`config.mk`:
```
export PLATFORM = sky130hd
export DESIGN_NAME = debounced_beam_speed_sensor_core
export DESIGN_NICKNAME = d
export VERILOG_FILES = /design/src/design/dbss_pkg.sv /design/src/design/dbss_front.sv /design/src/design/dbss_fifo.sv /design/src/design/dbss_back.sv /design/src/design/debounced_beam_speed_sensor_core.sv
export SDC_FILE = /design/constraint.sdc
export NUM_CORES = 1
export LEC_CHECK = 0
export BUFFER_PORTS_ARGS = -buffer_cell sky130_fd_sc_hd__buf_2
export CAP_MARGIN = 20
export CORE_AREA = 2 2 276 278
export DETAILED_ROUTE_END_ITERATION = 10
export DIE_AREA = 0 0 278 280
export PLACE_DENSITY = 0.61
export SYNTH_ARGS = -nofsm -noshare
export SYNTH_HDL_FRONTEND = slang
export SYNTH_SLANG_ARGS = --single-unit
```
`constraint.sdc`:
```
create_clock -name clk -period 6.1 [get_ports clk]
set_input_delay 0.305 -clock clk [delete_from_list [all_inputs] [get_ports clk]]
set_output_delay 0.305 -clock clk [all_outputs]
set_load 0.05 [all_outputs]
```
`src/design/dbss_pkg.sv`:
```
// Shared types and constants for the debounced beam speed sensor core.
// No dependencies; every other design file imports this package.

package dbss_pkg;

    // sensor count limits
    localparam int SENSORS_MAX = 4;
    localparam int SENSORS_DEF = 4;
    localparam int IDX_W       = 2;

    // configuration port
    localparam int          CFG_W       = 10;
    localparam int          CFG_IDX_W   = 2;
    localparam logic [CFG_IDX_W-1:0] REG_DEBOUNCE = 2'd0;
    localparam logic [CFG_IDX_W-1:0] REG_BOX      = 2'd1;
    localparam logic [7:0]  DEB_RESET   = 8'd20;
    localparam logic [9:0]  BOX_RESET   = 10'd100;

    // timing and speed arithmetic
    localparam logic [15:0] BLOCK_LIMIT = 16'd60000;
    localparam logic [9:0]  MS_PER_S    = 10'd1000;
    localparam logic [15:0] SPEED_MAX   = 16'hFFFF;
    localparam int          NUM_W       = 20;
    localparam int          STEP_W      = 5;

    // queue between front and back
    localparam int QUEUE_DEPTH = 2;
    localparam int QPTR_W      = 1;
    localparam int QCNT_W      = 2;

    // one classified tick, as handed from front to back
    typedef struct packed {
        logic [SENSORS_MAX-1:0]       det;
        logic [SENSORS_MAX-1:0]       rise;
        logic [SENSORS_MAX-1:0]       fall;
        logic [SENSORS_MAX-1:0][15:0] ticks;
    } dbss_rec_t;

    // a record beat with its valid
    typedef struct packed {
        logic      valid;
        dbss_rec_t rec;
    } dbss_beat_t;

endpackage

```
`src/design/dbss_front.sv`:
```
// Front part: accepts ticks, debounces each sensor and tracks blocked time.
// Depends on dbss_pkg; feeds classified records into dbss_fifo.

module dbss_front
    import dbss_pkg::*;
#(
    parameter int SENSORS = SENSORS_DEF
)
(
    input  logic                   clk,
    input  logic                   rst_n,
    input  logic                   in_valid,
    output logic                   in_ready,
    input  logic [SENSORS_MAX-1:0] pin_levels,
    input  logic [7:0]             debounce_ticks,
    input  logic                   full,
    output dbss_beat_t             push
);

    logic [SENSORS-1:0]       stable_reg, stable_next;
    logic [SENSORS-1:0]       prev_reg, prev_next;
    logic [SENSORS-1:0][7:0]  hold_reg, hold_next;
    logic [SENSORS-1:0][15:0] blocked_reg, blocked_next;
    logic [SENSORS_MAX-1:0]   raw_vec;
    dbss_rec_t                rec;
    logic                     accept;

    // presence is the inverted pin level
    assign raw_vec  = ~pin_levels;
    assign in_ready = ~full;
    assign accept   = in_valid & in_ready;

    // per-sensor debounce, edge detect and blocked-time count
    always_comb
    begin
        stable_next  = stable_reg;
        prev_next    = prev_reg;
        hold_next    = hold_reg;
        blocked_next = blocked_reg;
        rec          = '0;
        for (int i = 0; i < SENSORS; i++)
        begin
            if (raw_vec[i] == prev_reg[i])
            begin
                if (hold_reg[i] < debounce_ticks)
                begin
                    hold_next[i] = hold_reg[i] + 8'd1;
                end
                else if (stable_reg[i] != raw_vec[i])
                begin
                    stable_next[i] = raw_vec[i];
                    if (raw_vec[i])
                    begin
                        rec.rise[i]     = 1'b1;
                        blocked_next[i] = '0;
                    end
                    else
                    begin
                        rec.fall[i]  = 1'b1;
                        rec.ticks[i] = blocked_reg[i];
                    end
                end
            end
            else
            begin
                prev_next[i] = raw_vec[i];
                hold_next[i] = '0;
            end
            if (stable_next[i])
            begin
                if (blocked_next[i] < BLOCK_LIMIT)
                begin
                    blocked_next[i] = blocked_next[i] + 16'd1;
                end
                rec.det[i] = 1'b1;
            end
        end
    end

    // sensor state advances only on an accepted tick
    always_ff @(posedge clk or negedge rst_n)
    begin
        if (!rst_n)
        begin
            stable_reg  <= '0;
            prev_reg    <= '0;
            hold_reg    <= '0;
            blocked_reg <= '0;
        end
        else if (accept)
        begin
            stable_reg  <= stable_next;
            prev_reg    <= prev_next;
            hold_reg    <= hold_next;
            blocked_reg <= blocked_next;
        end
    end

    // record beat into the queue
    assign push = '{valid: accept, rec: rec};

`ifndef SYNTH
    a_edge_excl: assert property (@(posedge clk) disable iff (!rst_n)
        push.valid |-> ((push.rec.rise & push.rec.fall) == '0))
        else $error("rise and fall on the same sensor in one tick");

    a_rise_det: assert property (@(posedge clk) disable iff (!rst_n)
        push.valid |-> ((push.rec.rise & ~push.rec.det) == '0))
        else $error("rising edge without detected level");
`endif

endmodule

```
`src/design/dbss_fifo.sv`:
```
// Short record queue between the front and back parts.
// Depends on dbss_pkg for the record type and depth.

module dbss_fifo
    import dbss_pkg::*;
(
    input  logic       clk,
    input  logic       rst_n,
    input  dbss_beat_t push,
    output logic       full,
    output dbss_beat_t pop,
    input  logic       pop_ready
);

    dbss_rec_t          mem_reg [QUEUE_DEPTH];
    logic [QPTR_W-1:0]  wr_ptr_reg, wr_ptr_next;
    logic [QPTR_W-1:0]  rd_ptr_reg, rd_ptr_next;
    logic [QCNT_W-1:0]  count_reg, count_next;
    logic               do_push;
    logic               do_pop;

    assign full      = (count_reg == QCNT_W'(QUEUE_DEPTH));
    assign pop       = '{valid: (count_reg != '0), rec: mem_reg[rd_ptr_reg]};
    assign do_push   = push.valid & ~full;
    assign do_pop    = pop.valid & pop_ready;

    // pointer and fill count update
    always_comb
    begin
        wr_ptr_next = wr_ptr_reg;
        rd_ptr_next = rd_ptr_reg;
        count_next  = count_reg;
        if (do_push)
        begin
            wr_ptr_next = (wr_ptr_reg == QPTR_W'(QUEUE_DEPTH - 1)) ? '0 : wr_ptr_reg + 1'b1;
        end
        if (do_pop)
        begin
            rd_ptr_next = (rd_ptr_reg == QPTR_W'(QUEUE_DEPTH - 1)) ? '0 : rd_ptr_reg + 1'b1;
        end
        if (do_push && !do_pop)
        begin
            count_next = count_reg + 1'b1;
        end
        else if (do_pop && !do_push)
        begin
            count_next = count_reg - 1'b1;
        end
    end

    always_ff @(posedge clk or negedge rst_n)
    begin
        if (!rst_n)
        begin
            wr_ptr_reg <= '0;
            rd_ptr_reg <= '0;
            count_reg  <= '0;
        end
        else
        begin
            wr_ptr_reg <= wr_ptr_next;
            rd_ptr_reg <= rd_ptr_next;
            count_reg  <= count_next;
        end
    end

    // storage write
    always_ff @(posedge clk)
    begin
        if (do_push)
        begin
            mem_reg[wr_ptr_reg] <= push.rec;
        end
    end

`ifndef SYNTH
    a_count_bound: assert property (@(posedge clk) disable iff (!rst_n)
        count_reg <= QCNT_W'(QUEUE_DEPTH))
        else $error("queue fill count beyond depth");
`endif

endmodule

```
`src/design/dbss_back.sv`:
```
// Back part: turns queued records into result beats, dividing for speeds.
// Depends on dbss_pkg; reads records from dbss_fifo.

module dbss_back
    import dbss_pkg::*;
#(
    parameter int SENSORS = SENSORS_DEF
)
(
    input  logic                   clk,
    input  logic                   rst_n,
    input  dbss_beat_t             pop,
    output logic                   pop_ready,
    input  logic [9:0]             box_width_mm,
    output logic                   out_valid,
    input  logic                   out_ready,
    output logic [SENSORS_MAX-1:0] detected,
    output logic [SENSORS_MAX-1:0] rising_pulse,
    output logic [SENSORS_MAX-1:0] falling_pulse,
    output logic [15:0]            speed_0,
    output logic [15:0]            speed_1,
    output logic [15:0]            speed_2,
    output logic [15:0]            speed_3
);

    typedef enum logic [3:0] {
        ST_IDLE  = 4'b0001,
        ST_SCAN  = 4'b0010,
        ST_DIV   = 4'b0100,
        ST_FLUSH = 4'b1000
    } back_state_t;

    back_state_t                  state_reg, state_next;
    logic [IDX_W-1:0]             idx_reg, idx_next;
    logic [STEP_W-1:0]            step_reg, step_next;
    logic [NUM_W-1:0]             num_reg, num_next;
    logic [15:0]                  rem_reg, rem_next;
    logic [15:0]                  den_reg, den_next;
    dbss_rec_t                    wk_reg, wk_next;
    logic [SENSORS_MAX-1:0][15:0] wk_speed_reg, wk_speed_next;
    logic                         out_valid_reg, out_valid_next;
    logic [SENSORS_MAX-1:0]       out_det_reg, out_rise_reg, out_fall_reg;
    logic [SENSORS_MAX-1:0][15:0] out_speed_reg;
    logic                         out_load;
    logic [16:0]                  rem_sh;
    logic [16:0]                  rem_diff;
    logic                         rem_ge;
    logic                         last_idx;

    assign pop_ready = (state_reg == ST_IDLE);
    assign last_idx  = (idx_reg == IDX_W'(SENSORS - 1));

    // one restoring divide step per cycle
    assign rem_sh   = {rem_reg, num_reg[NUM_W-1]};
    assign rem_diff = rem_sh - {1'b0, den_reg};
    assign rem_ge   = (rem_sh >= {1'b0, den_reg});

    // output register loads when the result beat slot is free
    assign out_load = (state_reg == ST_FLUSH) && (!out_valid_reg || out_ready);

    // sequencer over sensors and divide steps
    always_comb
    begin
        state_next    = state_reg;
        idx_next      = idx_reg;
        step_next     = step_reg;
        num_next      = num_reg;
        rem_next      = rem_reg;
        den_next      = den_reg;
        wk_next       = wk_reg;
        wk_speed_next = wk_speed_reg;
        unique case (state_reg)
            ST_IDLE:
            begin
                if (pop.valid)
                begin
                    wk_next       = pop.rec;
                    wk_speed_next = '0;
                    idx_next      = '0;
                    state_next    = ST_SCAN;
                end
            end
            ST_SCAN:
            begin
                if (wk_reg.fall[idx_reg] && (wk_reg.ticks[idx_reg] != '0))
                begin
                    num_next   = NUM_W'(box_width_mm) * NUM_W'(MS_PER_S);
                    rem_next   = '0;
                    den_next   = wk_reg.ticks[idx_reg];
                    step_next  = '0;
                    state_next = ST_DIV;
                end
                else if (last_idx)
                begin
                    state_next = ST_FLUSH;
                end
                else
                begin
                    idx_next = idx_reg + 1'b1;
                end
            end
            ST_DIV:
            begin
                rem_next  = rem_ge ? rem_diff[15:0] : rem_sh[15:0];
                num_next  = {num_reg[NUM_W-2:0], rem_ge};
                step_next = step_reg + 1'b1;
                if (step_reg == STEP_W'(NUM_W - 1))
                begin
                    // quotient complete, saturate to the speed width
                    wk_speed_next[idx_reg] = (num_next[NUM_W-1:16] != '0) ?
                                             SPEED_MAX : num_next[15:0];
                    step_next = '0;
                    if (last_idx)
                    begin
                        state_next = ST_FLUSH;
                    end
                    else
                    begin
                        idx_next   = idx_reg + 1'b1;
                        state_next = ST_SCAN;
                    end
                end
            end
            ST_FLUSH:
            begin
                if (out_load)
                begin
                    state_next = ST_IDLE;
                end
            end
            default:
            begin
                state_next = ST_IDLE;
            end
        endcase
    end

    // result beat valid
    always_comb
    begin
        out_valid_next = out_valid_reg;
        if (out_load)
        begin
            out_valid_next = 1'b1;
        end
        else if (out_ready)
        begin
            out_valid_next = 1'b0;
        end
    end

    // control state
    always_ff @(posedge clk or negedge rst_n)
    begin
        if (!rst_n)
        begin
            state_reg     <= ST_IDLE;
            idx_reg       <= '0;
            step_reg      <= '0;
            out_valid_reg <= 1'b0;
        end
        else
        begin
            state_reg     <= state_next;
            idx_reg       <= idx_next;
            step_reg      <= step_next;
            out_valid_reg <= out_valid_next;
        end
    end

    // working and output payload
    always_ff @(posedge clk)
    begin
        num_reg      <= num_next;
        rem_reg      <= rem_next;
        den_reg      <= den_next;
        wk_reg       <= wk_next;
        wk_speed_reg <= wk_speed_next;
        if (out_load)
        begin
            out_det_reg   <= wk_reg.det;
            out_rise_reg  <= wk_reg.rise;
            out_fall_reg  <= wk_reg.fall;
            out_speed_reg <= wk_speed_reg;
        end
    end

    assign out_valid     = out_valid_reg;
    assign detected      = out_det_reg;
    assign rising_pulse  = out_rise_reg;
    assign falling_pulse = out_fall_reg;
    assign speed_0       = out_speed_reg[0];
    assign speed_1       = out_speed_reg[1];
    assign speed_2       = out_speed_reg[2];
    assign speed_3       = out_speed_reg[3];

`ifndef SYNTH
    a_step_idle: assert property (@(posedge clk) disable iff (!rst_n)
        (state_reg != ST_DIV) |-> (step_reg == '0))
        else $error("divide step count active outside divide");

    a_div_fall: assert property (@(posedge clk) disable iff (!rst_n)
        (state_reg == ST_DIV) |-> wk_reg.fall[idx_reg])
        else $error("divide running for a sensor without falling edge");

    a_speed_fall: assert property (@(posedge clk) disable iff (!rst_n)
        out_valid_reg |-> ((out_fall_reg[0] || (speed_0 == '0)) &&
                           (out_fall_reg[1] || (speed_1 == '0)) &&
                           (out_fall_reg[2] || (speed_2 == '0)) &&
                           (out_fall_reg[3] || (speed_3 == '0))))
        else $error("speed reported without falling edge");
`endif

endmodule

```
`src/design/debounced_beam_speed_sensor_core.sv`:
```
// Top level of the debounced beam speed sensor: configuration registers and
// the front, queue and back parts. Depends on dbss_pkg, dbss_front,
// dbss_fifo and dbss_back.
//
//   channel  direction  handshake              payload
//   tick     in         in_valid / in_ready    pin_levels
//   result   out        out_valid / out_ready  detected, rising_pulse,
//                                              falling_pulse, speed_0..speed_3
//   config   in         cfg_we                 cfg_index, cfg_data
//
// A tick is debounced in the cycle it is accepted; the front takes a new one
// whenever the two-entry queue has room.
// The back scans the sensors of each tick in turn and, for each falling edge
// with a nonzero blocked time, runs the shared one-bit-per-cycle divider.
// The result register lets the back start the next tick while a result waits.
// Reset clears all sensor state and loads debounce 20, box width 100.

module debounced_beam_speed_sensor_core
    import dbss_pkg::*;
#(
    parameter int SENSORS = SENSORS_DEF
)
(
    input  logic                   clk,
    input  logic                   rst_n,
    input  logic                   cfg_we,
    input  logic [CFG_IDX_W-1:0]   cfg_index,
    input  logic [CFG_W-1:0]       cfg_data,
    input  logic                   in_valid,
    output logic                   in_ready,
    input  logic [SENSORS_MAX-1:0] pin_levels,
    output logic                   out_valid,
    input  logic                   out_ready,
    output logic [SENSORS_MAX-1:0] detected,
    output logic [SENSORS_MAX-1:0] rising_pulse,
    output logic [SENSORS_MAX-1:0] falling_pulse,
    output logic [15:0]            speed_0,
    output logic [15:0]            speed_1,
    output logic [15:0]            speed_2,
    output logic [15:0]            speed_3
);

    logic [7:0] deb_reg;
    logic [9:0] box_reg;
    dbss_beat_t push;
    dbss_beat_t pop;
    logic       full;
    logic       pop_ready;

    // configuration registers, unknown indexes ignored
    always_ff @(posedge clk or negedge rst_n)
    begin
        if (!rst_n)
        begin
            deb_reg <= DEB_RESET;
            box_reg <= BOX_RESET;
        end
        else if (cfg_we)
        begin
            unique case (cfg_index)
                REG_DEBOUNCE: deb_reg <= cfg_data[7:0];
                REG_BOX:      box_reg <= cfg_data[9:0];
                default:      ;
            endcase
        end
    end

    // debounce and edge classification
    dbss_front #(
        .SENSORS (SENSORS)
    ) u_front (
        .clk            (clk),
        .rst_n          (rst_n),
        .in_valid       (in_valid),
        .in_ready       (in_ready),
        .pin_levels     (pin_levels),
        .debounce_ticks (deb_reg),
        .full           (full),
        .push           (push)
    );

    // record queue
    dbss_fifo u_fifo (
        .clk       (clk),
        .rst_n     (rst_n),
        .push      (push),
        .full      (full),
        .pop       (pop),
        .pop_ready (pop_ready)
    );

    // speed division and result register
    dbss_back #(
        .SENSORS (SENSORS)
    ) u_back (
        .clk           (clk),
        .rst_n         (rst_n),
        .pop           (pop),
        .pop_ready     (pop_ready),
        .box_width_mm  (box_reg),
        .out_valid     (out_valid),
        .out_ready     (out_ready),
        .detected      (detected),
        .rising_pulse  (rising_pulse),
        .falling_pulse (falling_pulse),
        .speed_0       (speed_0),
        .speed_1       (speed_1),
        .speed_2       (speed_2),
        .speed_3       (speed_3)
    );

endmodule
```
## Yosys cells after proc, flatten, opt, wreduce, memory -nomap -nowiden

Memories as Yosys holds them, arrays and structs flattened. A register that Yosys moved wholly into a read port is not among the register bits.
Cells that the tools add are included.
Widths: inputs -> output; s select.

- Memories: 1
- Memory bits (writable): 152
- Bits in registers: 330
- Input port bits: 21
- Word-level logic and storage cells: 264

- $add $sub $neg: 15
- Bitwise logic cells: 9
- $mul: 1
- Reductions and logical operators: 34
- Muxes and demuxes: 131
- Equal/unequal tests: 26
- Order comparisons: 11

Memories:

| memory | depth | width | rd ports | clocked after memory_dff | write ports | RTL line | text |
|---|---|---|---|---|---|---|---|
| u_fifo.mem_reg | 2 | 76 | 1 | 1 | 1 | dbss_fifo.sv:15 | `dbss_rec_t mem_reg [QUEUE_DEPTH];` |

Operators by type and width:

| operator | count |
|---|---|
| $mux 16 | 41 |
| $mux 64 | 2 |
| $pmux 64 s2 | 1 |
| $add 16x1->16 const B | 4 |
| $bwmux 64 | 1 |
| $lt 16x16->1 const B | 4 |
| $mux 8 | 8 |
| $mux 1 | 55 |
| $pmux 20 s2 | 1 |
| $add 8x1->8 const B | 4 |
| $bmux 16 s2 | 1 |
| $demux 16 s2 | 1 |
| $lt 8x8->1 | 4 |
| $pmux 16 s2 | 1 |
| $reduce_and 2->1 | 13 |
| $mux 4 | 6 |
| $mux 20 | 1 |
| $ge 17x16->1 | 1 |
| $mul 10x7->17 const B | 1 |
| $pmux 4 s4 | 1 |
| $reduce_bool 16->1 | 1 |
| $sub 16x16->16 | 1 |
| $mux 2 | 6 |
| $mux 5 | 2 |
| other kinds (33) | 66 |

## Logic depth before layout (Yosys ltp)

Gate-level depths: netlist of the first run.

- Depth in word-level cells: 8
- Depth in mapped cells: 16
- Depth with buffers taken out: 16

## Modules after synthesis

Synthesis of the first run repeated with hierarchy kept, for this count alone.

- Cell total of the unflattened synthesis: 2,037
- Area total of the unflattened synthesis: 26,636.8 um^2

By module, submodules not included:

| module | cells an instance | seq. area each (um^2) | area an instance (um^2) | instances |
|---|---|---|---|---|
| dbss_back | 913 | 8,349.3 | 12,977.4 | 1 |
| dbss_front | 829 | 2,602.5 | 7,148.1 | 1 |
| dbss_fifo | 256 | 4,664.5 | 5,818.1 | 1 |
| debounced_beam_speed_sensor_core | 39 | 456.7 | 693.2 | 1 |

## Worst setup path after synthesis of the first run

No wires, ideal clock.

- Path type: register -> register
- Start point: register u_fifo.count_reg[0]
- End point: memory u_fifo.mem_reg[0][0] (netlist name), enable pin
- Arrival: 4.817 ns
- Slack: 0.772 ns
- Stages on the path, launching flop included: 6
- Required time: 5.589 ns
- Buffers on the path: 2
- Clock period less this slack: 5.328 ns
- Path through: dfrtp_1 nand2b_1 nand2_1 clkbuf_1 clkbuf_1 nor2_1

- Cells in the longest elaborated chain, start to end: 6

Ends and longest elaborated chain:

| item | RTL line | text |
|---|---|---|
| start: declaration | dbss_fifo.sv:18 | `logic [QCNT_W-1:0] count_reg, count_next;` |
| start signal: assignment | dbss_fifo.sv:63 | `count_reg <= count_next;` |
| $eq 2x2->1 * | dbss_fifo.sv:22 | `assign full = (count_reg == QCNT_W'(QUEUE_DEPTH));` |
| $not 1->1 * | dbss_front.sv:30 | `assign in_ready = ~full;` |
| named net in_ready | debounced_beam_speed_sensor_core.sv:30 | `output logic in_ready,` |
| $and 1x1->1 | dbss_front.sv:31 | `assign accept = in_valid & in_ready;` |
| $and 1x1->1 * | dbss_fifo.sv:24 | `assign do_push = push.valid & ~full;` |
| $mux 1 * | dbss_fifo.sv:70 | `if (do_push)` |
| $mux 1 (implied by the code) * | dbss_fifo.sv:72 | `mem_reg[wr_ptr_reg] <= push.rec;` |
| end: declaration | dbss_fifo.sv:15 |  |

The timed path passes the listed nets; every way through them passes the cells marked *.

## Final worst setup path of the first run

- Start point: register box_reg[2]
- End point: register u_back.num_reg[18] (data pin)

- Cells in the longest elaborated chain, start to end: 3

Ends and longest elaborated chain:

| item | RTL line | text |
|---|---|---|
| start: declaration | debounced_beam_speed_sensor_core.sv:44 | `logic [9:0] box_reg;` |
| start signal: assignment | debounced_beam_speed_sensor_core.sv:62 | `REG_BOX: box_reg <= cfg_data[9:0];` |
| $mul 10x7->17 | dbss_back.sv:87 | `num_next = NUM_W'(box_width_mm) * NUM_W'(MS_PER_S);` |
| $mux 20 | dbss_back.sv:85 | `if (wk_reg.fall[idx_reg] && (wk_reg.ticks[idx_reg] != '0))` |
| $pmux 20 s2 | dbss_back.sv:72 | `unique case (state_reg)` |
| named net u_back.num_next[18] | dbss_back.sv:36 | `logic [NUM_W-1:0] num_reg, num_next;` |
| end signal: assignment | dbss_back.sv:174 | `num_reg <= num_next;` |
| end: declaration | dbss_back.sv:36 |  |

The timed path passes the listed nets, and every way through them passes these cells. The select of a mux whose other input is x is not followed.
A chain may end at the register's enable or synchronous reset.

==> results, run 1 <==
- The maximum cell stage delay along the critical path is 0.59 ns.
- The number of antenna violations at the first check in global routing was 3.
- Port buffering added 98 buffers.
- Across the run, the number of max-cap violations was 0.
- The first TritonRoute pass finished after 5 iterations.
- Summing all placed instances gives a cell area of 0.02774 mm².
- The CTS tree is done.
- Cells with a size suffix above 1 make up 15.88% of the layout.
- The cell area after layout is 0.02979 mm².
- Summed over all cells, the static leakage comes to 11.37 nW.
- The mapped cell area is 0.02604 mm².
- Leaving out fill and tap cells, the most frequent cell in the layout is edfxtp_1.
- The average routed wire per standard cell is 17.25 µm.
- The design draws 15.06 mW.
- The mean post-synth cell area is 12.98 µm².
- For the worst setup path, the data required time is 6.43 ns.
- Entering global routing, the biggest net connects 82 pins.
- The number of buffers and inverters on the critical path is 2.
- The congestion estimate from routability-driven global placement came to 0.8485.
- The synthesized design spends more area on one cell type than any other, namely edfxtp_1.
- The register with the most flip-flops in the layout has 152 of them.
- The post-CTS setup buffer count is 0.
- After the first detailed-routing iteration, the DRC count stood at 1321.
- The internal power of the cells is 9.776 mW.
- The number of inserted diodes is 0.
- The core region area is 0.07519 mm².
- The power per unit of standard cell area is 505.6 mW/mm².
- In the synthesized netlist the dominant register cell turns out to be edfxtp_1.
- The synthesized design devotes to its leading area cell type 48.43% of total area.
- The fmax is 0.2136 GHz.
- The signal arrival time at the worst endpoint is 5.01 ns.
- The worst setup path is captured at a register.
- Setup repair after global routing left no endpoint under its margin.
- The synthesized design contains 420 enable-type register cells.
- The die is 280 µm tall.
- The worst voltage drop across the vdd grid is 452.4 µV.
- The area of the multi-input gates is 0.009345 mm².
- The number of global-route vias before repair is 16270.
- The final worst setup slack is 1.418 ns.
- In the layout the commonest cells are 420 x edfxtp_1, 165 x nor2_1, 157 x nand2_1.
- For this run, the total global-route usage over all layers was measured as 14.13%.
- From left edge to right edge, the die measures 278 µm.
- Across the whole layout, storage elements account for 0.01608 mm².
- The critical path goes through inv_1, fa_1, fa_1, fa_1, fa_1, inv_1, ha_1, nor3_1, nor2_1, and2_1, a21o_1, o41ai_1, xor2_1, o21ai_0.
- The startpoint type of the worst setup path is a register.
- The run finished with clean final reports.
- The worst hold-check path type is input pin to register.
- Clock tree synthesis inserted a total of 57 buffers.
- After synthesis, the share of flip-flops with an asynchronous set or reset is 24.73%.
- The net switching power figure is 5.288 mW.
- Yosys printed 0 warnings.
- The first global-routing pass estimated 88600 µm of wire.
- Of the synthesized area, sequential elements account for 61.72%.
- The initial utilization of the core area, before any placement, comes to 34.64%.
- In this run the worst path has a maximum fanout of 6.
- By area the synthesized netlist is led by edfxtp_1 48%, dfrtp_1 13%, ha_1 5.2%, mux2_2 3.9%, nor2_1 2.4%.
- The final standard cell utilization of the core is 39.62%.
- Relative to the synthesized area, the layout overhead comes to 14.40%.
- The total grt overflow is 0.
- The worst clock skew is 0.02792 ns.
- The total wirelength of the detailed-routed design is 54580 µm.
- Of the total power, combinational logic draws 36.7%.
- The site row count is 101.
- In this run, synthesis produced a sequential element count of 558.
- 99 I/O pins were placed.
- Clock latency on the worst-skew pair, taken at its later pin, is 0.61 ns.
- The filler cell count is 6963.
- The TritonCTS sink count is 558.
- For the pin with the worst max-slew slack, the measured transition is 0.9919 ns.
- The die covers 0.07784 mm².
- The critical path's most frequent cell is fa_1.
- OpenSTA, run right after detailed placement, puts the worst setup slack at 1.433 ns.
- The remaining design rule violation count is 0.
- After the last flow step, the layout net total stands at 2297.
- Sequential cells burn 40.8% of the power.
- The cell family with the largest share of critical-path delay is adder cells.
- The vias per cell is 5.051.
- The remaining antenna violation count is 0.
- The final hold violation count is 0.
- The sum of negative setup slack is 0 ns.
- When the netlist entered floorplanning its net count stood at 2166.
- The max-slew violation count came to 0.
- Setup violations remaining at the end of the flow were counted as 0.
- The gate count after technology mapping is 2006.
- In this run, distinct cell masters in the synthesized netlist total 74.
- The clock transition at the registers of the reported paths is 0.06 ns.
- The CTS H-tree depth is 2.
- The period utilization is 76.75%.
- The worst slew margin relative to its limit is 33.72%.
- No sink is reached through more buffers than the 3 on the longest clock path.
- The clock network is responsible for 22.5% of the overall power.
- The root cell of the clock tree is clkbuf_16.
- After layout, the minimum clock period comes to 4.682 ns.
- Detailed placement finished with a half-perimeter wire length of 36850 µm.
- The slowest stage of the critical path is the dfstp_2 cell.
- The switching portion of total power is 35.10%.
- The class of the most critical setup path is register to register.
- The via total after detailed routing is 15980.
logic make-up (layout without fill, tap and decap cells):
logic type | Yosys count | after routing | share of synthesized area (%)
simple gates | 619 | 619 | 11.52
fa+ha+maj | 139 | 139 | 7.543
xor+xnor | 87 | 87 | 2.926
flops | 558 | 558 | 61.72
buf+inv | 173 | 352 | 2.551
mux | 129 | 129 | 6.227
compound gates | 301 | 301 | 7.519
synth_stat cells (5+ instances only):
cell,number
a211oi_1,67
mux2_2,90
nor3_1,42
nand3_1,60
nor4_1,15
mux4_2,17
nand2_1,158
o21ai_0,41
dfstp_2,6
o21a_1,16
o21ai_1,44
fa_1,30
a21oi_1,57
nand4_1,23
nand2b_1,8
o211ai_1,7
clkbuf_1,59
buf_1,7
mux2i_1,18
and3_1,22
a21o_1,16
and2_1,80
xnor2_1,41
dfrtp_1,132
a211o_1,5
inv_1,103
xor2_1,46
nor2_1,167
ha_1,109
a31oi_1,7
nor2b_1,11
edfxtp_1,420
per-layer routing:
metal  share of wire (%)  vias to the layer above  GRT usage (%)  wire length, µm
li1                    -                     7624              -                -
met1                  46                     7891          19.03            25330
met2                  47                      382          23.72            25770
met3                 4.5                       79          2.257             2431
met4                 1.9                        0          3.812             1039
met5                   0                        -              0                0
final timing paths:
path,cells past startpoint,from,slack [ns],end
hold / removal,2,pin_levels[1],0.04,u_front.prev_reg[1]$_DFFE_PN0P_
min in group asynchronous,2,rst_n,0.41,u_fifo.count_reg[0]$_DFFE_PN0P_
hold reg to reg,0,u_back.wk_reg[70]$_DFFE_PP_,0.43,u_back.rising_pulse[2]$_DFFE_PP_
setup / recovery,14,box_reg[2]$_DFFE_PN1P_,1.42,u_back.num_reg[18]$_DFFE_PP_
max in group asynchronous,3,rst_n,4.28,u_front.blocked_reg[61]$_DFFE_PN0P_
setup reg to reg,14,box_reg[2]$_DFFE_PN1P_,1.42,u_back.num_reg[18]$_DFFE_PP_
cell type report:
class                           count  area share (%)
Sequential cell                   558           53.96
Multi-Input combinational cell   1275           31.37
Clock buffer                       72           5.216
Tap cell                          978           4.107
Timing Repair Buffer              140           3.112
Inverter                          105           1.323
Clock inverter                     35          0.9155
power by group through the flow:
stage	logic [mW]	registers, mW	clock network (mW)
finish	5.53	6.15	3.39
global route	6.28	6.26	3.62
CTS	5.52	6.15	3.48
detailed placement	5.46	6.22	0
global placement	5.35	6.18	0
floorplan	4.24	6.03	0
what timing repair did:
| item | 4_1_cts | 5_1_grt |
|---|---|---|
| hold endpoints to repair | 94 | 0 |
| endpoints found under the setup margin | 0 | 0 |
| gates resized for setup | 0 | 0 |
| hold buffers | 13 | 0 |
through the flow:
stage,hold WS (ns),instances
after global routing,0.04422,3163
after CTS,0.01043,3158
final,0.04259,3163
after global placement,0.4034,3036
after floorplan,0.009409,2006
after detailed placement,0.4126,3038
Power figures use the tool's default switching activity.
==> run 2, diff against run 1 <==
==> constraint.sdc (replaced) <==
create_clock -name clk -period 4.5 [get_ports clk]
set_input_delay 0.225 -clock clk [delete_from_list [all_inputs] [get_ports clk]]
set_output_delay 0.225 -clock clk [all_outputs]
set_load 0.05 [all_outputs]
==> results, run 2 (synthesis gave the netlist of run 1 again) <==
- On the critical path the largest part of the delay comes from adder cells.
- The average routed wire per standard cell is 17.21 µm (-0.24%).
- The worst hold slack is 0.04929 ns (+0.006706 ns).
- The initial core utilization is 34.64% (unchanged).
- The maximum number of pins on one net before global-route repair is 92 (+12%).
- The pre-CTS worst setup slack came to -0.04210 ns (-1.475 ns).
- The maximum fanout count along the critical path was 4 (-2).
- The min-delay analysis places its worst path in the category input pin to register.
- The vias per cell is 5.046 (-0.10%).
- The die boundary width came to 278 µm (unchanged).
- Compared with the post-synthesis result, the final layout area differs by 15.16%.
- The core region area is 0.07519 mm² (unchanged).
- The maximum cell stage delay along the critical path is 0.55 ns (-0.04 ns).
- The root cell of the clock tree is clkbuf_16.
- The count of input and output buffers came to 98 (unchanged).
- The data required time of the critical path is 4.85 ns (-1.58 ns).
- The total grt overflow is 0 (unchanged).
- The total track usage is 14.19% (+0.056 points).
- The final worst setup slack is 0.2041 ns (-1.214 ns).
- The TritonCTS sink count is 558 (unchanged).
- The setup violation total in the final timing report is 0 (unchanged).
- The switching portion of total power was 35.06% (-0.043 points).
- The count of pins on the block boundary is 99 (unchanged).
- The register share of total power is 40.4% (-0.4 points).
- The CTS tree is done.
- The most common library cell in the layout ignoring fill and taps is edfxtp_1.
- The length of the first detailed-routing pass in iterations is 6 (+1).
- The fmax is 0.2328 GHz (+9.0%).
- The remaining antenna violation count came to 0 (unchanged).
- The startpoint type of the worst setup path is a register.
- The area of the multi-input gates is 0.009412 mm² (+0.71%).
- The number of buffers and inverters on the critical path is 2 (unchanged).
- The total of max-cap violations was 0 (unchanged).
- The clock network fraction of total power is 22.3% (-0.2 points).
- The combinational group share of total power was 37.3% (+0.6 points).
- The total CTS buffers is 58 (+1.8%).
- The slowest cell on the critical path is dfstp_2.
- Traced cell by cell, the critical path runs through inv_1, fa_1, fa_1, fa_1, fa_1, inv_1, ha_2, nor3_2, o21ai_1, and2_1, a21o_1, o41ai_2, xor2_1, o21ai_0.
- The final critical path time including I/O delays and setup is 4.296 ns (-0.3860 ns).
- The final standard cell utilization of the core was 39.89% (+0.26 points).
- The worst voltage drop across the vdd grid is 648.0 µV (+43%).
- The worst clock skew is 0.02268 ns (-0.005234 ns).
- The fraction of layout instances using a drive strength above 1 is 16.96% (+1.1 points).
- The area enclosed by the die boundary was 0.07784 mm² (unchanged).
- The CTS H-tree depth is 2 (unchanged).
- The via total after detailed routing is 16040 (+0.37%).
- The number of flip-flops under the largest register name is 152 (unchanged).
- In this design, the critical path's most frequently occurring cell is fa_1.
- The reported leakage power is 11.44 nW (+0.60%).
- Leaving out fill and tap cells, the most frequent cells in the layout are 420 x edfxtp_1, 165 x nor2_1, 157 x nand2_1.
- The global routing usage on met1 is 19.21% (+0.18 points).
- The net switching power figure is 7.369 mW (+39%).
- The global routing usage on met3 was 2.265% (+0.0083 points).
- The iteration-0 DRC count of the detailed router is 1286 (-2.6%).
- The internal power of the cells is 13.65 mW (+40%).
- The clock transition at the registers of the reported paths is 0.06 ns (about the same).
- The signal arrival time at the worst endpoint is 4.65 ns (-0.36 ns).
- The first-pass GRT wire length is 88940 µm (+0.38%).
- The vertical extent of the die is 280 µm (unchanged).
- The global placement routability congestion was 0.8296 (-2.2%).
- The reg-to-reg setup timing slack is 0.20 ns (-1.21 ns).
- The HPWL after detailed placement came to 37240 µm (+1.1%).
- The total wirelength of the detailed-routed design is 54700 µm (+0.23%).
- The layer flagged by global routing as most heavily used is met2.
- The filler cell count is 6963 (unchanged).
- The number of buffers on the longest clock path is 3 (unchanged).
- The worst setup path is captured at a register.
- The net count of the finished layout was 2309 (+0.52%).
- The number of antenna violations at the first check in global routing is 4 (+1).
- The class of the most critical setup path is register to register.
- The clock insertion delay at the later pin of the skew report is 0.62 ns (about the same).
- The remaining design rule violation count is 0 (unchanged).
- The flow ran to the end, and the final reports show no timing, DRC or antenna violations.
- The number of global-route vias before repair is 16390 (+0.76%).
- The site row count is 101 (unchanged).
- The worst slew margin relative to its limit came to 25.34% (-8.4 points).
- The global routing usage on met2 is 23.68% (-0.038 points).
- The register area is 0.01608 mm² (about the same).
- The period utilization is 95.46% (+19 points).
- The transition at the pin with the smallest max-transition slack is 1.120 ns (+0.1279 ns).
- The max-slew violation count was 0 (unchanged).
- The power per unit of standard cell area is 700.9 mW/mm² (+39%).
- The final hold violation count is 0 (unchanged).
run 2: changes by cell type in the layout (fill, tap and decap cells not counted), sizes merged, moves of 2 or more:
cell / before / now
buf: 126 / 134
clkbuf: 73 / 76
dlygate4sd3: 13 / 16
clkinvlp: 6 / 4
run 2: cell type report:
| class | instances | area share, % |
|---|---|---|
| clock inverters | 35 | 0.9387 |
| diodes | 1 | 0.008344 |
| flip-flops and latches | 558 | 53.62 |
| multi-input cells | 1275 | 31.38 |
| clock buffers | 75 | 5.324 |
| repair buffers | 151 | 3.333 |
| inverters | 105 | 1.314 |
| well taps | 978 | 4.080 |
run 2: through the flow:
stage	power, mW	std cells	TNS (ns)	area (µm²)
after floorplan	13.89	2006	0	26050
after global placement	15.83	3044	0	27800
after detailed placement	16.06	3045	-0.04210	27830
after CTS	20.88	3171	0	29870
after global routing	22.59	3177	-0.02444	29990
final	21.02	3178	0	29990
run 2: what timing repair did:
action	CTS	global route
resized for setup	1	18
gates cloned	0	0
hold buffers	16	0
hold endpoints to repair	108	0
setup endpoints to repair	1	5
pin swaps	0	12
buffers inserted	0	4
run 2: power by group through the flow:
| stage | Combinational (mW) | Sequential (mW) | Clock, mW |
|---|---|---|---|
| detailed placement | 7.45 | 8.60 | 0 |
| finish | 7.84 | 8.50 | 4.68 |
| global route | 8.89 | 8.67 | 5.02 |
| CTS | 7.56 | 8.52 | 4.81 |
| global placement | 7.25 | 8.57 | 0 |
| floorplan | 5.75 | 8.14 | 0 |
run 2: final timing paths:
path,start,to,depth (start not counted)
worst max-delay path,box_reg[5]$_DFFE_PN1P_,u_back.num_reg[18]$_DFFE_PP_,14
worst min-delay path,cfg_index[0],deb_reg[2]$_DFFE_PN1P_,5
worst max register to register,box_reg[5]$_DFFE_PN1P_,u_back.num_reg[18]$_DFFE_PP_,14
worst min register to register,u_back.wk_reg[68]$_DFFE_PP_,u_back.rising_pulse[0]$_DFFE_PP_,0
max in group asynchronous,rst_n,u_back.state_reg[0]$_DFFE_PN1P_,3
min in group asynchronous,rst_n,u_front.blocked_reg[51]$_DFFE_PN0P_,2
run 2: routing by layer:
metal,wire [µm],up-vias
met5,0,-
met4,1223,0
met3,2572,88
met2,26010,378
met1,24900,7941
li1,-,7628
run 2: worst reg2reg max path: stages, from the launching register on:
cell and delay, ns:
dfstp_2 0.55, inv_1 0.07, fa_1 0.51, fa_1 0.44, fa_1 0.52, fa_1 0.52, inv_1 0.04, ha_2 0.20
nor3_2 0.18, o21ai_1 0.10, and2_1 0.16, a21o_1 0.17, o41ai_2 0.32, xor2_1 0.16, o21ai_0 0.08
==> run 3, diff against run 2 <==
--- a/config.mk
+++ b/config.mk
@@ -7,10 +7,11 @@
 export LEC_CHECK = 0
 export BUFFER_PORTS_ARGS = -buffer_cell sky130_fd_sc_hd__buf_2
 export CAP_MARGIN = 20
-export CORE_AREA = 2 2 276 278
+export CORE_AREA = 2 2 208 210
 export DETAILED_ROUTE_END_ITERATION = 10
-export DIE_AREA = 0 0 278 280
-export PLACE_DENSITY = 0.61
+export DIE_AREA = 0 0 210 212
+export PLACE_DENSITY = 0.9
+export SETUP_SLACK_MARGIN = 0.02
 export SYNTH_ARGS = -nofsm -noshare
 export SYNTH_HDL_FRONTEND = slang
 export SYNTH_SLANG_ARGS = --single-unit
==> results, run 3 (synthesis gave the netlist of run 1 again) <==
- The global placement routability congestion is 0.8671 (+4.5%).
- The count of pins on the block boundary is 99 (unchanged).
- The transition at the pin with the smallest max-transition slack came to 1.128 ns (+0.007704 ns).
- After global routing, the most crowded layer is met2.
- The worst hold slack is 0.06971 ns (+0.02041 ns).
- The startpoint type of the worst setup path is a register.
- The number of inserted diodes is 0 (-1).
- The CTS tree is done.
- The number of flip-flops under the largest register name is 152 (unchanged).
- The final standard cell utilization of the core is 69.52% (+30 points).
- The beginning of the worst register-to-register path is box_reg[2]$_DFFE_PN1P_.
- The number of cells on the worst reg-to-reg path is 17 (+3).
- The iteration-0 DRC count of the detailed router was 1920 (+49%).
- The worst setup path is captured at a register.
- The remaining design rule violation count came to 0 (unchanged).
- The worst hold path stage count came to 5 (unchanged).
- The total wirelength of the detailed-routed design is 58750 µm (+7.4%).
- The number of global-route vias before repair is 17060 (+4.1%).
- The core region area is 0.04251 mm² (-43%).
- The critical path in this run is classified as register to register.
- Setup repair after global routing could not meet its margin everywhere.
- The worst hold-check path type is input pin to register.
- The worst clock skew is 0.02403 ns (+0.001346 ns).
- The count of input and output buffers was 98 (unchanged).
- The number of buffers on the longest clock path was 3 (unchanged).
- The total track usage is 25.78% (+12 points).
- The signal on the critical path passes through buf_6, fa_2, xor2_1, ha_1, inv_1, fa_1, fa_1, inv_1, ha_4, nor2_1, o21a_1, o21ai_1, a31oi_2, nand2_1, a31oi_1, xnor2_1, o21ai_1.
- The fraction of layout instances using a drive strength above 1 is 17.30% (+0.34 points).
- The filler cell count is 2478 (-64%).
- The global routing usage on met1 is 33.24% (+14 points).
- The maximum fanout count along the critical path was 4 (unchanged).
- The total grt overflow is 0 (unchanged).
- The TritonCTS sink count was 558 (unchanged).
- The max-slew violation count was 0 (unchanged).
- The global routing usage on met2 came to 44.88% (+21 points).
- The reg-to-reg setup timing slack is 0.02 ns (-0.19 ns).
- The reported leakage power was 11.44 nW (about the same).
- The sum of negative setup slack came to 0 ns (unchanged).
- The cell area after layout was 0.02955 mm² (-1.5%).
- The flow ran to the end, and the final reports show no timing, DRC or antenna violations.
- The endpoint with the worst hold slack is deb_reg[2]$_DFFE_PN1P_.
- The data required time of the critical path is 4.84 ns (about the same).
- The first-pass GRT wire length is 90480 µm (+1.7%).
- The cell family with the largest share of critical-path delay is adder cells.
- The clock insertion delay at the later pin of the skew report is 0.62 ns (about the same).
- The via total after detailed routing came to 17060 (+6.4%).
- The worst min-delay path startpoint is cfg_index[0].
- The vertical extent of the die came to 212 µm (-24%).
- The total cell area at the placement stage is 0.02723 mm² (-2.1%).
- Leaving out fill and tap cells, the most frequent cells in the layout are 420 x edfxtp_1, 163 x nor2_1, 157 x nand2_1.
- The sum of internal, switching and leakage power came to 22.38 mW (+6.5%).
- The number of buffers and inverters on the critical path is 3 (+1).
- The total of max-cap violations is 0 (unchanged).
- The initial core utilization is 61.27% (+27 points).
- The period utilization is 99.59% (+4.1 points).
- The die boundary width is 210 µm (-24%).
- The signal arrival time at the worst endpoint is 4.82 ns (+0.17 ns).
- The maximum number of pins on one net before global-route repair is 84 (-8.7%).
- The power per unit of standard cell area is 757.5 mW/mm² (+8.1%).
- The area of the multi-input gates is 0.009512 mm² (+1.1%).
- In this run the critical register-to-register path is captured at u_back.num_reg[19]$_DFFE_PP_.
- The site row count is 76 (-25%).
- The maximum cell stage delay along the critical path is 0.56 ns (about the same).
- The cell count after placement is 2608 (-14%).
- The area enclosed by the die boundary was 0.04452 mm² (-43%).
- The number of standard cells in the final layout excluding fillers is 2737 (-14%).
- The net count of the finished layout is 2305 (-0.17%).
- The average routed wire per standard cell was 21.47 µm (+25%).
- The most common library cell in the layout ignoring fill and taps is edfxtp_1.
- The vias per cell is 6.232 (+24%).
- The length of the first detailed-routing pass in iterations is 6 (unchanged).
- The worst voltage drop across the vdd grid is 743.2 µV (+15%).
- The number of antenna violations at the first check in global routing is 0 (-4).
- The CTS H-tree depth is 2 (unchanged).
- The final critical path time including I/O delays and setup is 4.482 ns (+0.1858 ns).
- The worst slew margin relative to its limit came to 24.83% (-0.51 points).
- The fmax is 0.2231 GHz (-4.1%).
- The remaining antenna violation count came to 0 (unchanged).
- The final hold violation count is 0 (unchanged).
- The slowest cell on the critical path is dfstp_2.
- The global routing usage on met3 is 3.855% (+1.6 points).
- The register area is 0.01608 mm² (about the same).
- The total CTS buffers is 55 (-5.2%).
- The clock transition at the registers of the reported paths is 0.07 ns (about the same).
- The HPWL after detailed placement came to 36770 µm (-1.3%).
- The root buffer cell chosen for the clock tree is clkbuf_16.
- The pre-CTS worst setup slack is -0.03379 ns (+0.008303 ns).
- The setup violation total in the final timing report came to 0 (unchanged).
- Compared with the post-synthesis result, the final layout area differs by 13.47%.
- The final worst setup slack came to 0.01830 ns (-0.1858 ns).
[run 3: cell types whose count changed in the layout (fill, tap and decap cells not counted), sizes merged]
cell,delta
bufinv,+2
diode,-1
inv,+1
clkbuf,-7
clkinvlp,-2
clkinv,-2
[run 3: what timing repair did]
action                     CTS  global route
setup buffers                0             6
hold endpoints to repair    99             0
hold buffers                16             0
setup endpoints to repair    4             6
gates resized for setup      6            34
pin swaps                    0            24
[run 3: worst max-delay path by stage]
stage,start,end,slack [ns],cells after the start
floorplan,box_reg[2]$_DFFE_PN1P_,u_back.num_reg[18]$_DFFE_PP_,0.16,14
global placement,box_reg[2]$_DFFE_PN1P_,u_back.num_reg[18]$_DFFE_PP_,0.13,14
detailed placement,box_reg[2]$_DFFE_PN1P_,u_back.num_reg[17]$_DFFE_PP_,-0.03,16
CTS,box_reg[2]$_DFFE_PN1P_,u_back.num_reg[18]$_DFFE_PP_,0.05,16
global route,box_reg[2]$_DFFE_PN1P_,u_back.num_reg[19]$_DFFE_PP_,-0.11,17
finish,box_reg[2]$_DFFE_PN1P_,u_back.num_reg[19]$_DFFE_PP_,0.02,17
[run 3: worst reg2reg max path: stages, from the launching register on]
cell     delay, ns
dfstp_2       0.56
buf_6         0.12
fa_2          0.46
xor2_1        0.16
ha_1          0.28
inv_1         0.04
fa_1          0.47
fa_1          0.52
inv_1         0.06
ha_4          0.18
nor2_1        0.10
o21a_1        0.18
o21ai_1       0.14
a31oi_2       0.29
nand2_1       0.09
a31oi_1       0.22
xnor2_1       0.20
o21ai_1       0.14
[run 3: final cells by class]
| cell class | instances | area share (%) |
|---|---|---|
| clock buffers | 69 | 5.073 |
| clock inverters | 34 | 1.164 |
| inverters | 105 | 1.346 |
| multi-input cells | 1275 | 32.19 |
| flip-flops and latches | 558 | 54.41 |
| well taps | 546 | 2.312 |
| repair buffers | 150 | 3.506 |
[run 3: power by group]
| group | switching (mW) | total (mW) | internal [mW] |
|---|---|---|---|
| registers | 0.847 | 8.44 | 7.59 |
| clock network | 1.98 | 4.64 | 2.66 |
| logic | 5.45 | 9.30 | 3.86 |
| total | 8.27 | 22.4 | 14.1 |
[run 3: per-layer routing]
layer	wire length, µm	part of all wire (%)
met5	0	0
met3	4109	7.0
met2	30180	51
met1	22310	38
met4	2149	3.7
